`config.mk`:
```
export PLATFORM = sky130hd
export DESIGN_NAME = cartridge_bank_switch_scanline_irq
export DESIGN_NICKNAME = d
export VERILOG_FILES = /design/src/rtl/cbs_pkg.sv /design/src/rtl/cartridge_bank_switch_scanline_irq.sv
export SDC_FILE = /design/constraint.sdc
export NUM_CORES = 1
export LEC_CHECK = 0
export ABC_CLOCK_PERIOD_IN_PS = 4050
export BUFFER_PORTS_ARGS = -buffer_cell sky130_fd_sc_hd__buf_2
export CAP_MARGIN = 0
export CORE_ASPECT_RATIO = 0.7
export CORE_MARGIN = 3
export CORE_UTILIZATION = 45
export CTS_BUF_LIST = sky130_fd_sc_hd__clkbuf_8 sky130_fd_sc_hd__clkbuf_16
export DETAILED_ROUTE_END_ITERATION = 12
export HOLD_SLACK_MARGIN = 0.08
export PLACE_DENSITY = 0.78
export SLEW_MARGIN = 20
export SYNTH_ARGS = -nofsm -noshare
export SYNTH_HDL_FRONTEND = slang
export SYNTH_SLANG_ARGS = --single-unit
```
`constraint.sdc`:
```
create_clock -name aclk -period 4.05 [get_ports aclk]
set_input_delay 0.2025 -clock aclk [delete_from_list [all_inputs] [get_ports aclk]]
set_output_delay 0.2025 -clock aclk [all_outputs]
set_load 0.01 [all_outputs]
```
`src/rtl/cbs_pkg.sv`:
```
// Package for the cartridge bank switch with scanline interrupt counter.
// Holds the word types, action and command codes and counter constants.
// Used by cartridge_bank_switch_scanline_irq and by the bench; depends on nothing.
package cbs_pkg;

    localparam int CTR_W = 20;
    localparam int PADDR_W = 3;
    localparam int PDATA_W = 32;

    localparam logic [CTR_W-1:0] DOTS_PER_LINE = 20'd341;
    localparam logic [CTR_W-1:0] RELOAD_BASE = 20'd196605;

    localparam logic [15:0] ADDR_CMD = 16'h8000;
    localparam logic [15:0] ADDR_PARAM = 16'ha000;

    localparam logic [2:0] ACT_NONE = 3'd0;
    localparam logic [2:0] ACT_RAM_WRITE = 3'd1;
    localparam logic [2:0] ACT_CHR_SET = 3'd2;
    localparam logic [2:0] ACT_PRG_SET = 3'd3;
    localparam logic [2:0] ACT_MIRROR_SET = 3'd4;

    localparam logic [3:0] CMD_PRG_RAM = 4'd8;
    localparam logic [3:0] CMD_PRG_8000 = 4'd9;
    localparam logic [3:0] CMD_PRG_A000 = 4'd10;
    localparam logic [3:0] CMD_PRG_C000 = 4'd11;
    localparam logic [3:0] CMD_MIRROR = 4'd12;
    localparam logic [3:0] CMD_IRQ_CTRL = 4'd13;
    localparam logic [3:0] CMD_CTR_LOW = 4'd14;
    localparam logic [3:0] CMD_CTR_HIGH = 4'd15;

    localparam logic REG_CHR_MASK = 1'b0;
    localparam logic REG_PRG_MASK = 1'b1;

    localparam logic KIND_WRITE = 1'b0;
    localparam logic KIND_TICK = 1'b1;

    typedef struct packed {
        logic        kind;
        logic [15:0] address;
        logic [7:0]  value;
    } in_word_t;

    typedef struct packed {
        logic [2:0]  action;
        logic [2:0]  slot;
        logic [7:0]  page;
        logic [14:0] ram_address;
        logic [7:0]  ram_data;
        logic        irq_line;
        logic        ram_enabled;
    } out_word_t;

endpackage

```
`src/rtl/cartridge_bank_switch_scanline_irq.sv`:
```
// Top level of the cartridge bank switch with scanline interrupt counter.
// Depends on cbs_pkg for word types, codes and counter constants.
//
//   Channel  Ports                          Carries
//   s_       s_valid, s_ready, s_data       CPU write or scanline tick word
//   m_       m_valid, m_ready, m_data       one action word per input word
//   APB      psel .. prdata, pready         CHR and PRG page masks
//
// A word is captured in an input register; once the output register is free or
// being taken, the decode and the counter arithmetic update the mapper state and
// load the output register, which raises m_valid.
// One word per cycle is sustained while m_ready stays high.
// A stalled output holds its word while one more word waits in the input
// register. Reset is synchronous on aresetn and clears all mapper state.
module cartridge_bank_switch_scanline_irq (
    input  logic                     aclk,
    input  logic                     aresetn,
    input  logic                     s_valid,
    output logic                     s_ready,
    input  cbs_pkg::in_word_t        s_data,
    output logic                     m_valid,
    input  logic                     m_ready,
    output cbs_pkg::out_word_t       m_data,
    input  logic                     psel,
    input  logic                     penable,
    input  logic                     pwrite,
    input  logic [cbs_pkg::PADDR_W-1:0] paddr,
    input  logic [cbs_pkg::PDATA_W-1:0] pwdata,
    output logic [cbs_pkg::PDATA_W-1:0] prdata,
    output logic                     pready
);
    import cbs_pkg::*;

    logic [7:0]       chr_mask_reg;
    logic [5:0]       prg_mask_reg;
    logic [3:0]       command_reg;
    logic [3:0]       command_next;
    logic             ram_en_reg;
    logic             ram_en_next;
    logic             irq_en_reg;
    logic             irq_en_next;
    logic             count_en_reg;
    logic             count_en_next;
    logic [CTR_W-1:0] counter_reg;
    logic [CTR_W-1:0] counter_next;
    logic             irq_reg;
    logic             irq_next;

    logic             mid_valid_reg;
    in_word_t         mid_reg;
    logic             out_valid_reg;
    out_word_t        out_reg;
    out_word_t        out_next;

    logic             out_load;
    logic             cfg_write;
    logic [CTR_W-1:0] ctr_less;

    assign pready = 1'b1;
    assign cfg_write = psel && penable && pwrite;

    always_comb begin
        prdata = '0;
        case (paddr[2])
            REG_CHR_MASK: prdata = {24'd0, chr_mask_reg};
            REG_PRG_MASK: prdata = {26'd0, prg_mask_reg};
            default: prdata = '0;
        endcase
    end

    always_ff @(posedge aclk) begin
        if (!aresetn) begin
            chr_mask_reg <= 8'hff;
            prg_mask_reg <= 6'h3f;
        end else if (cfg_write) begin
            case (paddr[2])
                REG_CHR_MASK: chr_mask_reg <= pwdata[7:0];
                REG_PRG_MASK: prg_mask_reg <= pwdata[5:0];
                default: ;
            endcase
        end
    end

    assign out_load = mid_valid_reg && (!out_valid_reg || m_ready);
    assign s_ready = !mid_valid_reg || out_load;
    assign m_valid = out_valid_reg;
    assign m_data = out_reg;

    assign ctr_less = counter_reg - DOTS_PER_LINE;

    always_comb begin
        command_next = command_reg;
        ram_en_next = ram_en_reg;
        irq_en_next = irq_en_reg;
        count_en_next = count_en_reg;
        counter_next = counter_reg;
        irq_next = irq_reg;
        out_next = '0;

        if (mid_reg.kind == KIND_TICK) begin
            if (count_en_reg) begin
                if (counter_reg <= DOTS_PER_LINE) begin
                    counter_next = RELOAD_BASE + ctr_less;
                    if (irq_en_reg) begin
                        irq_next = 1'b1;
                    end
                end else begin
                    counter_next = ctr_less;
                end
            end
        end else if (!mid_reg.address[15]) begin
            if (ram_en_reg) begin
                out_next.action = ACT_RAM_WRITE;
                out_next.ram_address = mid_reg.address[14:0];
                out_next.ram_data = mid_reg.value;
            end
        end else if (mid_reg.address == ADDR_CMD) begin
            command_next = mid_reg.value[3:0];
        end else if (mid_reg.address == ADDR_PARAM) begin
            case (command_reg)
                CMD_PRG_RAM: begin
                    if (!mid_reg.value[6]) begin
                        out_next.action = ACT_PRG_SET;
                        out_next.page = {2'd0, mid_reg.value[5:0] & prg_mask_reg};
                    end
                    ram_en_next = mid_reg.value[7];
                end
                CMD_PRG_8000, CMD_PRG_A000, CMD_PRG_C000: begin
                    out_next.action = ACT_PRG_SET;
                    out_next.slot = {1'b0, command_reg[1:0]};
                    out_next.page = {2'd0, mid_reg.value[5:0] & prg_mask_reg};
                end
                CMD_MIRROR: begin
                    out_next.action = ACT_MIRROR_SET;
                    out_next.page = {6'd0, mid_reg.value[1:0]};
                end
                CMD_IRQ_CTRL: begin
                    count_en_next = mid_reg.value[0];
                    irq_en_next = mid_reg.value[7] && mid_reg.value[0];
                    irq_next = 1'b0;
                    if (mid_reg.value[0]) begin
                        counter_next = counter_reg + {counter_reg[CTR_W-2:0], 1'b0};
                    end
                end
                CMD_CTR_LOW: begin
                    counter_next = {4'd0, counter_reg[15:8], mid_reg.value};
                end
                CMD_CTR_HIGH: begin
                    counter_next = {4'd0, mid_reg.value, counter_reg[7:0]};
                end
                default: begin
                    out_next.action = ACT_CHR_SET;
                    out_next.slot = command_reg[2:0];
                    out_next.page = mid_reg.value & chr_mask_reg;
                end
            endcase
        end

        out_next.irq_line = irq_next;
        out_next.ram_enabled = ram_en_next;
    end

    always_ff @(posedge aclk) begin
        if (!aresetn) begin
            mid_valid_reg <= 1'b0;
            out_valid_reg <= 1'b0;
            command_reg <= '0;
            ram_en_reg <= 1'b0;
            irq_en_reg <= 1'b0;
            count_en_reg <= 1'b0;
            counter_reg <= '0;
            irq_reg <= 1'b0;
        end else begin
            if (s_valid && s_ready) begin
                mid_valid_reg <= 1'b1;
            end else if (out_load) begin
                mid_valid_reg <= 1'b0;
            end
            if (out_load) begin
                out_valid_reg <= 1'b1;
                command_reg <= command_next;
                ram_en_reg <= ram_en_next;
                irq_en_reg <= irq_en_next;
                count_en_reg <= count_en_next;
                counter_reg <= counter_next;
                irq_reg <= irq_next;
            end else if (m_ready) begin
                out_valid_reg <= 1'b0;
            end
        end
    end

    always_ff @(posedge aclk) begin
        if (s_valid && s_ready) begin
            mid_reg <= s_data;
        end
        if (out_load) begin
            out_reg <= out_next;
        end
    end

    a_irq_en_needs_count: assert property (@(posedge aclk) disable iff (!aresetn)
        irq_en_reg |-> count_en_reg)
        else $error("IRQ enable set while counting is disabled.");

    a_unused_fields_zero: assert property (@(posedge aclk) disable iff (!aresetn)
        (m_valid && m_data.action != ACT_RAM_WRITE) |->
            (m_data.ram_address == 15'd0 && m_data.ram_data == 8'd0))
        else $error("Save RAM fields set on a word that is not a RAM write.");

    a_none_is_empty: assert property (@(posedge aclk) disable iff (!aresetn)
        (m_valid && m_data.action == ACT_NONE) |->
            (m_data.slot == 3'd0 && m_data.page == 8'd0))
        else $error("Slot or page set on a word with no action.");

    a_mid_holds: assert property (@(posedge aclk) disable iff (!aresetn)
        (mid_valid_reg && !out_load) |=> (mid_valid_reg && $stable(mid_reg)))
        else $error("Waiting input word lost or changed while the output stalled.");

    a_state_held_on_stall: assert property (@(posedge aclk) disable iff (!aresetn)
        !out_load |=> ($stable(counter_reg) && $stable(command_reg)))
        else $error("Mapper state changed without a word moving to the output.");

endmodule

```
# Word-level counts from Yosys, hierarchy flattened
# Cells that the tools add are included.
[totals]
n_memories = 0
rom_bits = 0
input_bits = 67
wordCells = 112
register_bits = 108
out_inout_bits = 74
ramBits = 0
latchBits = 0
[op_classes]
mux = 35
reduce_logical = 28
div_mod_pow = 0
n_eq_ne = 15
n_shift = 0
multipliers = 0
n_addsub = 3
n_lt_le_gt_ge = 1
n_bitwise = 8
[op_table]
columns = ["operator", "count"]
rows = [
  ["$mux W20", 7],
  ["$pmux W32 S2", 1],
  ["$pmux W20 S3", 1],
  ["$eq A16 B16 Y1 const B", 2],
  ["$eq A4 B4 Y1 const B", 8],
  ["$pmux W8 S4", 1],
  ["$mux W14", 2],
  ["$add A18 B20 Y20 const A", 1],
  ["$add A20 B20 Y20", 1],
  ["$le A20 B9 Y1 const B", 1],
  ["$sub A20 B9 Y20 const B", 1],
  ["$mux W1", 18],
  ["$reduce_and A8 Y1", 2],
  ["$pmux W3 S4", 1],
  ["$reduce_or A3 Y1", 3],
  ["$and A8 B8 Y8", 1],
  ["$ne A2 B2 Y1 const B", 4],
  ["$reduce_bool A2 Y1", 4],
  ["$reduce_and A7 Y1", 1],
  ["$and A6 B6 Y6", 1],
  ["$mux W6", 1],
  ["$not A1 Y1", 6],
  ["$pmux W3 S2", 1],
  ["$reduce_and A6 Y1", 1],
  ["12 further kinds", 20],
]

# Longest topological paths before layout
[logic_depth]
depth_word = 7
mapped_depth = 13
mapped_depth_nobuf = 12

# Worst setup path after synthesis
# OpenSTA, ideal clock, no wires.
[synth_timing]
path_type = "register to register"
start = "reg counter_reg[7]"
end = "reg counter_reg[17]"
n_path_buf = 1
required_time_ns = 3.930
arrival_ns = 3.336
setup_slack_ns = 0.594
period_less_slack_ns = 3.456
setup_ns = 0.120
stages_incl_launch_ff = 13
cell_sequence = "dfxtp_1 clkbuf_1 inv_1 ha_1 and3_1 a2111oi_4 nor3_1 nand2b_1 or4b_4 or4_4 a21oi_2 nor4_1 a211o_1"
[synth_between]
elab_chain_len = 7
word_cells_on_any_way = 12
cone_classes = "add/sub: 3; order compare: 1; mux: 8"
[synth_lines]
columns = ["item", "line", "source"]
rows = [
  ["start, declared", "cartridge_bank_switch_scanline_irq.sv:44", "logic [CTR_W-1:0] counter_reg;"],
  ["start signal, assigned", "cartridge_bank_switch_scanline_irq.sv:185", "counter_reg <= counter_next;"],
  ["branches (longest 6 deep; another with $sub A20 B9 Y20)", "--", ""],
  ["$mux W20 *", "cartridge_bank_switch_scanline_irq.sv:100", "if (mid_reg.kind == KIND_TICK) begin"],
]
# Mark *: on every way between the ends. The select of a mux whose other input is x is not followed.
# A chain may end at the register's enable or synchronous reset.

# Worst setup path after layout
[layout_timing]
start = "reg counter_reg[3]"
end = "reg counter_reg[17]"
# Same word-level chain as after synthesis.

==> impl_metrics.csv <==
group,metric,value,unit
status,status,"finished, final reports clean",
cts,numCtsBuffers,9,
worst_setup_path,rr_startpoint,"counter_reg[3]",
power,worst_ir_drop_vdd,0.2101,mV
route,ant_nets,0,
yosys,synthTopCellsByCount,"nand2_1 (66), edfxtp_1 (64), ha_1 (45), dfxtp_1 (44)",
yosys,synthFlopType,"edfxtp_1",
floorplanning,core,14320,um^2
yosys,synth_edf_count,64,
cts,worstSkewPairLatency,0.35,ns
yosys,synth_cell_types,74,
final_layout,largest_reg_flops,39,
route,routed_wirelength,17790,um
final_layout,final_nets,944,
worst_setup_path,required,4.28,ns
global_route,globalRoute.totalOverflow,0,
timing,tns,0,ns
final_layout,multi_input_area,3657,um^2
yosys,syn_inst,720,
power,leakagePower,3.268,nW
min_path,hold_end,"chr_mask_reg[7]",
yosys,synth_warnings,0,
cts,cts_tree,"yes",
final_layout,ff_latch_area,2803,um^2
worst_setup_path,reg2reg_depth,11,
worst_setup_path,start_kind,"flop",
timing,skew,0.01047,ns
final_layout,stdcell_area,7978,um^2
route,dr.pass1.iters,6,
power,power,2.285,mW
yosys,synth-xor-area-share,0.05925,
final_layout,fillers,1236,
yosys,yosysMostFrequentCell,"nand2_1",
yosys,yosysTopAreaCellShare,0.2826,
timing,max_freq,270.5,MHz
place,numPortBuffers,89,
timing,slew_headroom,0.4343,
global_route,antenna_found_initial,0,
final_layout,num_antenna_cells,0,
floorplanning,io_pins,141,
floorplanning,die_h,108.9,um
timing,fin_crit_sh,0.9128,
cts,htreeDepth,3,
cts,cts_buffer_depth,2,
route,drc,0,
worst_setup_path,critPathCaptureType,"flop",
yosys,synthArstFlopShare,0,
place,placed_cells,981,
power,power.density,286.5,nW/um^2
timing,drv_slew,0,
worst_setup_path,reg2reg_to,"counter_reg[17]",
floorplanning,fp.dieW,152.9,um
cts,root_buffer,"clkbuf_16",
yosys,synth_compound_area_frac,0.1676,
place,gp_congestion,0.9382,
global_route,first_global_vias,5294,
global_route,grt_pass1_wl,28370,um
yosys,syn_area_per_cell,9.445,um^2
final_layout,area_growth,17.31,%
worst_setup_path,path_class,"flop to flop",
timing,tightest_slew,0.8468,ns
floorplanning,start_util,0.4748,
route,vias_per_cell,5.608,
timing,fin_crit,3.697,ns
route,wire_per_inst,17.34,um
cts,cts_resized,0,
floorplanning,fp-row-count,36,
cts,clock_sinks,108,
final_layout,final_cells,1026,
final_layout,drive_gt1_frac,0.1651,
worst_setup_path,crit_path_max_fanout,7,
yosys,synthAdderAreaFrac,0.08574,
yosys,synth_area,6800,um^2
timing,hold_violations,0,
worst_setup_path,r2r_slack,0.35,ns
yosys,synth.largest_area_cell,"edfxtp_1",
worst_setup_path,cp.arrival,3.93,ns
route,dr_total_vias,5754,
min_path,hold_path_startpoint,"pwdata[7]",
min_path,hp-class,"input port to flop",
run,cap_violations,0,
yosys,yosys.area_share.simple,0.1864,
yosys,synth_mux_area_frac,0.02226,
place,placed_area,7370,um^2
yosys,synth_top_family_by_area,"simple AND/OR/NAND/NOR gates",
timing,rsz0062_at_grt,"false",
yosys,yosys-top-cells-area,"edfxtp_1 (28%), dfxtp_1 (13%), ha_1 (8.3%), xnor2_1 (4.4%), nand2_1 (3.6%)",
cts,clk_pin_slew_worst_paths,0.08,ns
yosys,ys_ff_latch,108,
floorplanning,die-area,16650,um^2
place,dp_hpwl,13010,um
route,dr.first_iter.drc_count,622,
global_route,grt_max_degree,46,
timing,finalSetupViolCount,0,
global_route,grt_usage,0.2129,
yosys,ys_seq_area_frac,0.4121,
min_path,hold_depth,3,
routing by layer:
layer	routed length [um]	part of all wire	GRT usage	vias to the layer above
met5	0	0	0	-
met4	126	0.0071	0.03242	0
met3	1739	0.098	0.05712	18
met2	7452	0.42	0.3117	258
met1	8469	0.48	0.3219	2714
li1	-	-	-	2764
report_power, final:
part	internal (mW)	total, mW	switching (mW)	leakage (nW)
combinational	0.0658	0.162	0.0962	2.16
clock	0.447	0.899	0.452	0.151
sequential	1.20	1.22	0.0262	0.959
total	1.71	2.29	0.574	3.27
area by class of cell:
class                   count  area share
clock inverters             7     0.01082
clock buffers               9     0.02823
repair buffers            128      0.1026
flip-flops and latches    108      0.3513
well taps                 190     0.02980
multi-input cells         544      0.4584
inverters                  40     0.01882
worst max path at each step:
stage | endpoint | from
CTS | counter_reg[17] | counter_reg[3]
global placement | counter_reg[17] | counter_reg[3]
detailed placement | counter_reg[17] | counter_reg[3]
floorplan | counter_reg[17] | counter_reg[7]
finish | counter_reg[17] | counter_reg[3]
global route | counter_reg[17] | counter_reg[3]
through the flow:
stage / setup slack, ns / hold WS (ns) / utilization
3_3_place_gp: 0.4724 / 0.3792 / 0.5135
3_5_place_dp: 0.3927 / 0.3808 / 0.5145
4_1_cts: 0.3549 / 0.08420 / 0.5565
2_1_floorplan: 0.5942 / 0.3014 / -
6_report: 0.3531 / 0.09397 / 0.5570
5_1_grt: 0.06555 / 0.09441 / 0.5570
critical path, cell delays in order, from the launching register on:
cell and delay (ns):
dfxtp_1 0.46, inv_1 0.17, ha_1 0.26, and3_1 0.26, a2111oi_4 0.52, nor3_1 0.07
nand2b_1 0.20, or4b_4 0.57, or4_4 0.57, a21oi_2 0.17, nor4_1 0.06, a211o_1 0.28
logic make-up (layout without fill, tap and decap cells):
kind of cell / Yosys count / count (layout)
AND/OR/NAND/NOR: 244 / 244
AO/OA/AOI/OAI: 168 / 168
flip-flops: 108 / 108
buffers and inverters: 91 / 184
adder cells (fa/ha/maj): 46 / 46
XOR/XNOR: 46 / 46
multiplexers: 15 / 15
other: 2 / 25
layout by cell type (no fill, tap or decap), types with 30 or more instances in the layout:
cell,instances
xnor2_1,34
buf_2,89
inv_1,38
edfxtp_1,64
nand2_1,66
a21oi_1,39
and2_1,30
dfxtp_1,44
o21ai_0,42
nor2_1,42
ha_1,45
repair_timing:
action / CTS / global route
buffers inserted: 0 / 0
endpoints found under the setup margin: 0 / 0
hold endpoints to repair: 30 / 0
hold buffers: 29 / 0
Note: power is estimated with default switching activity, not from simulation.
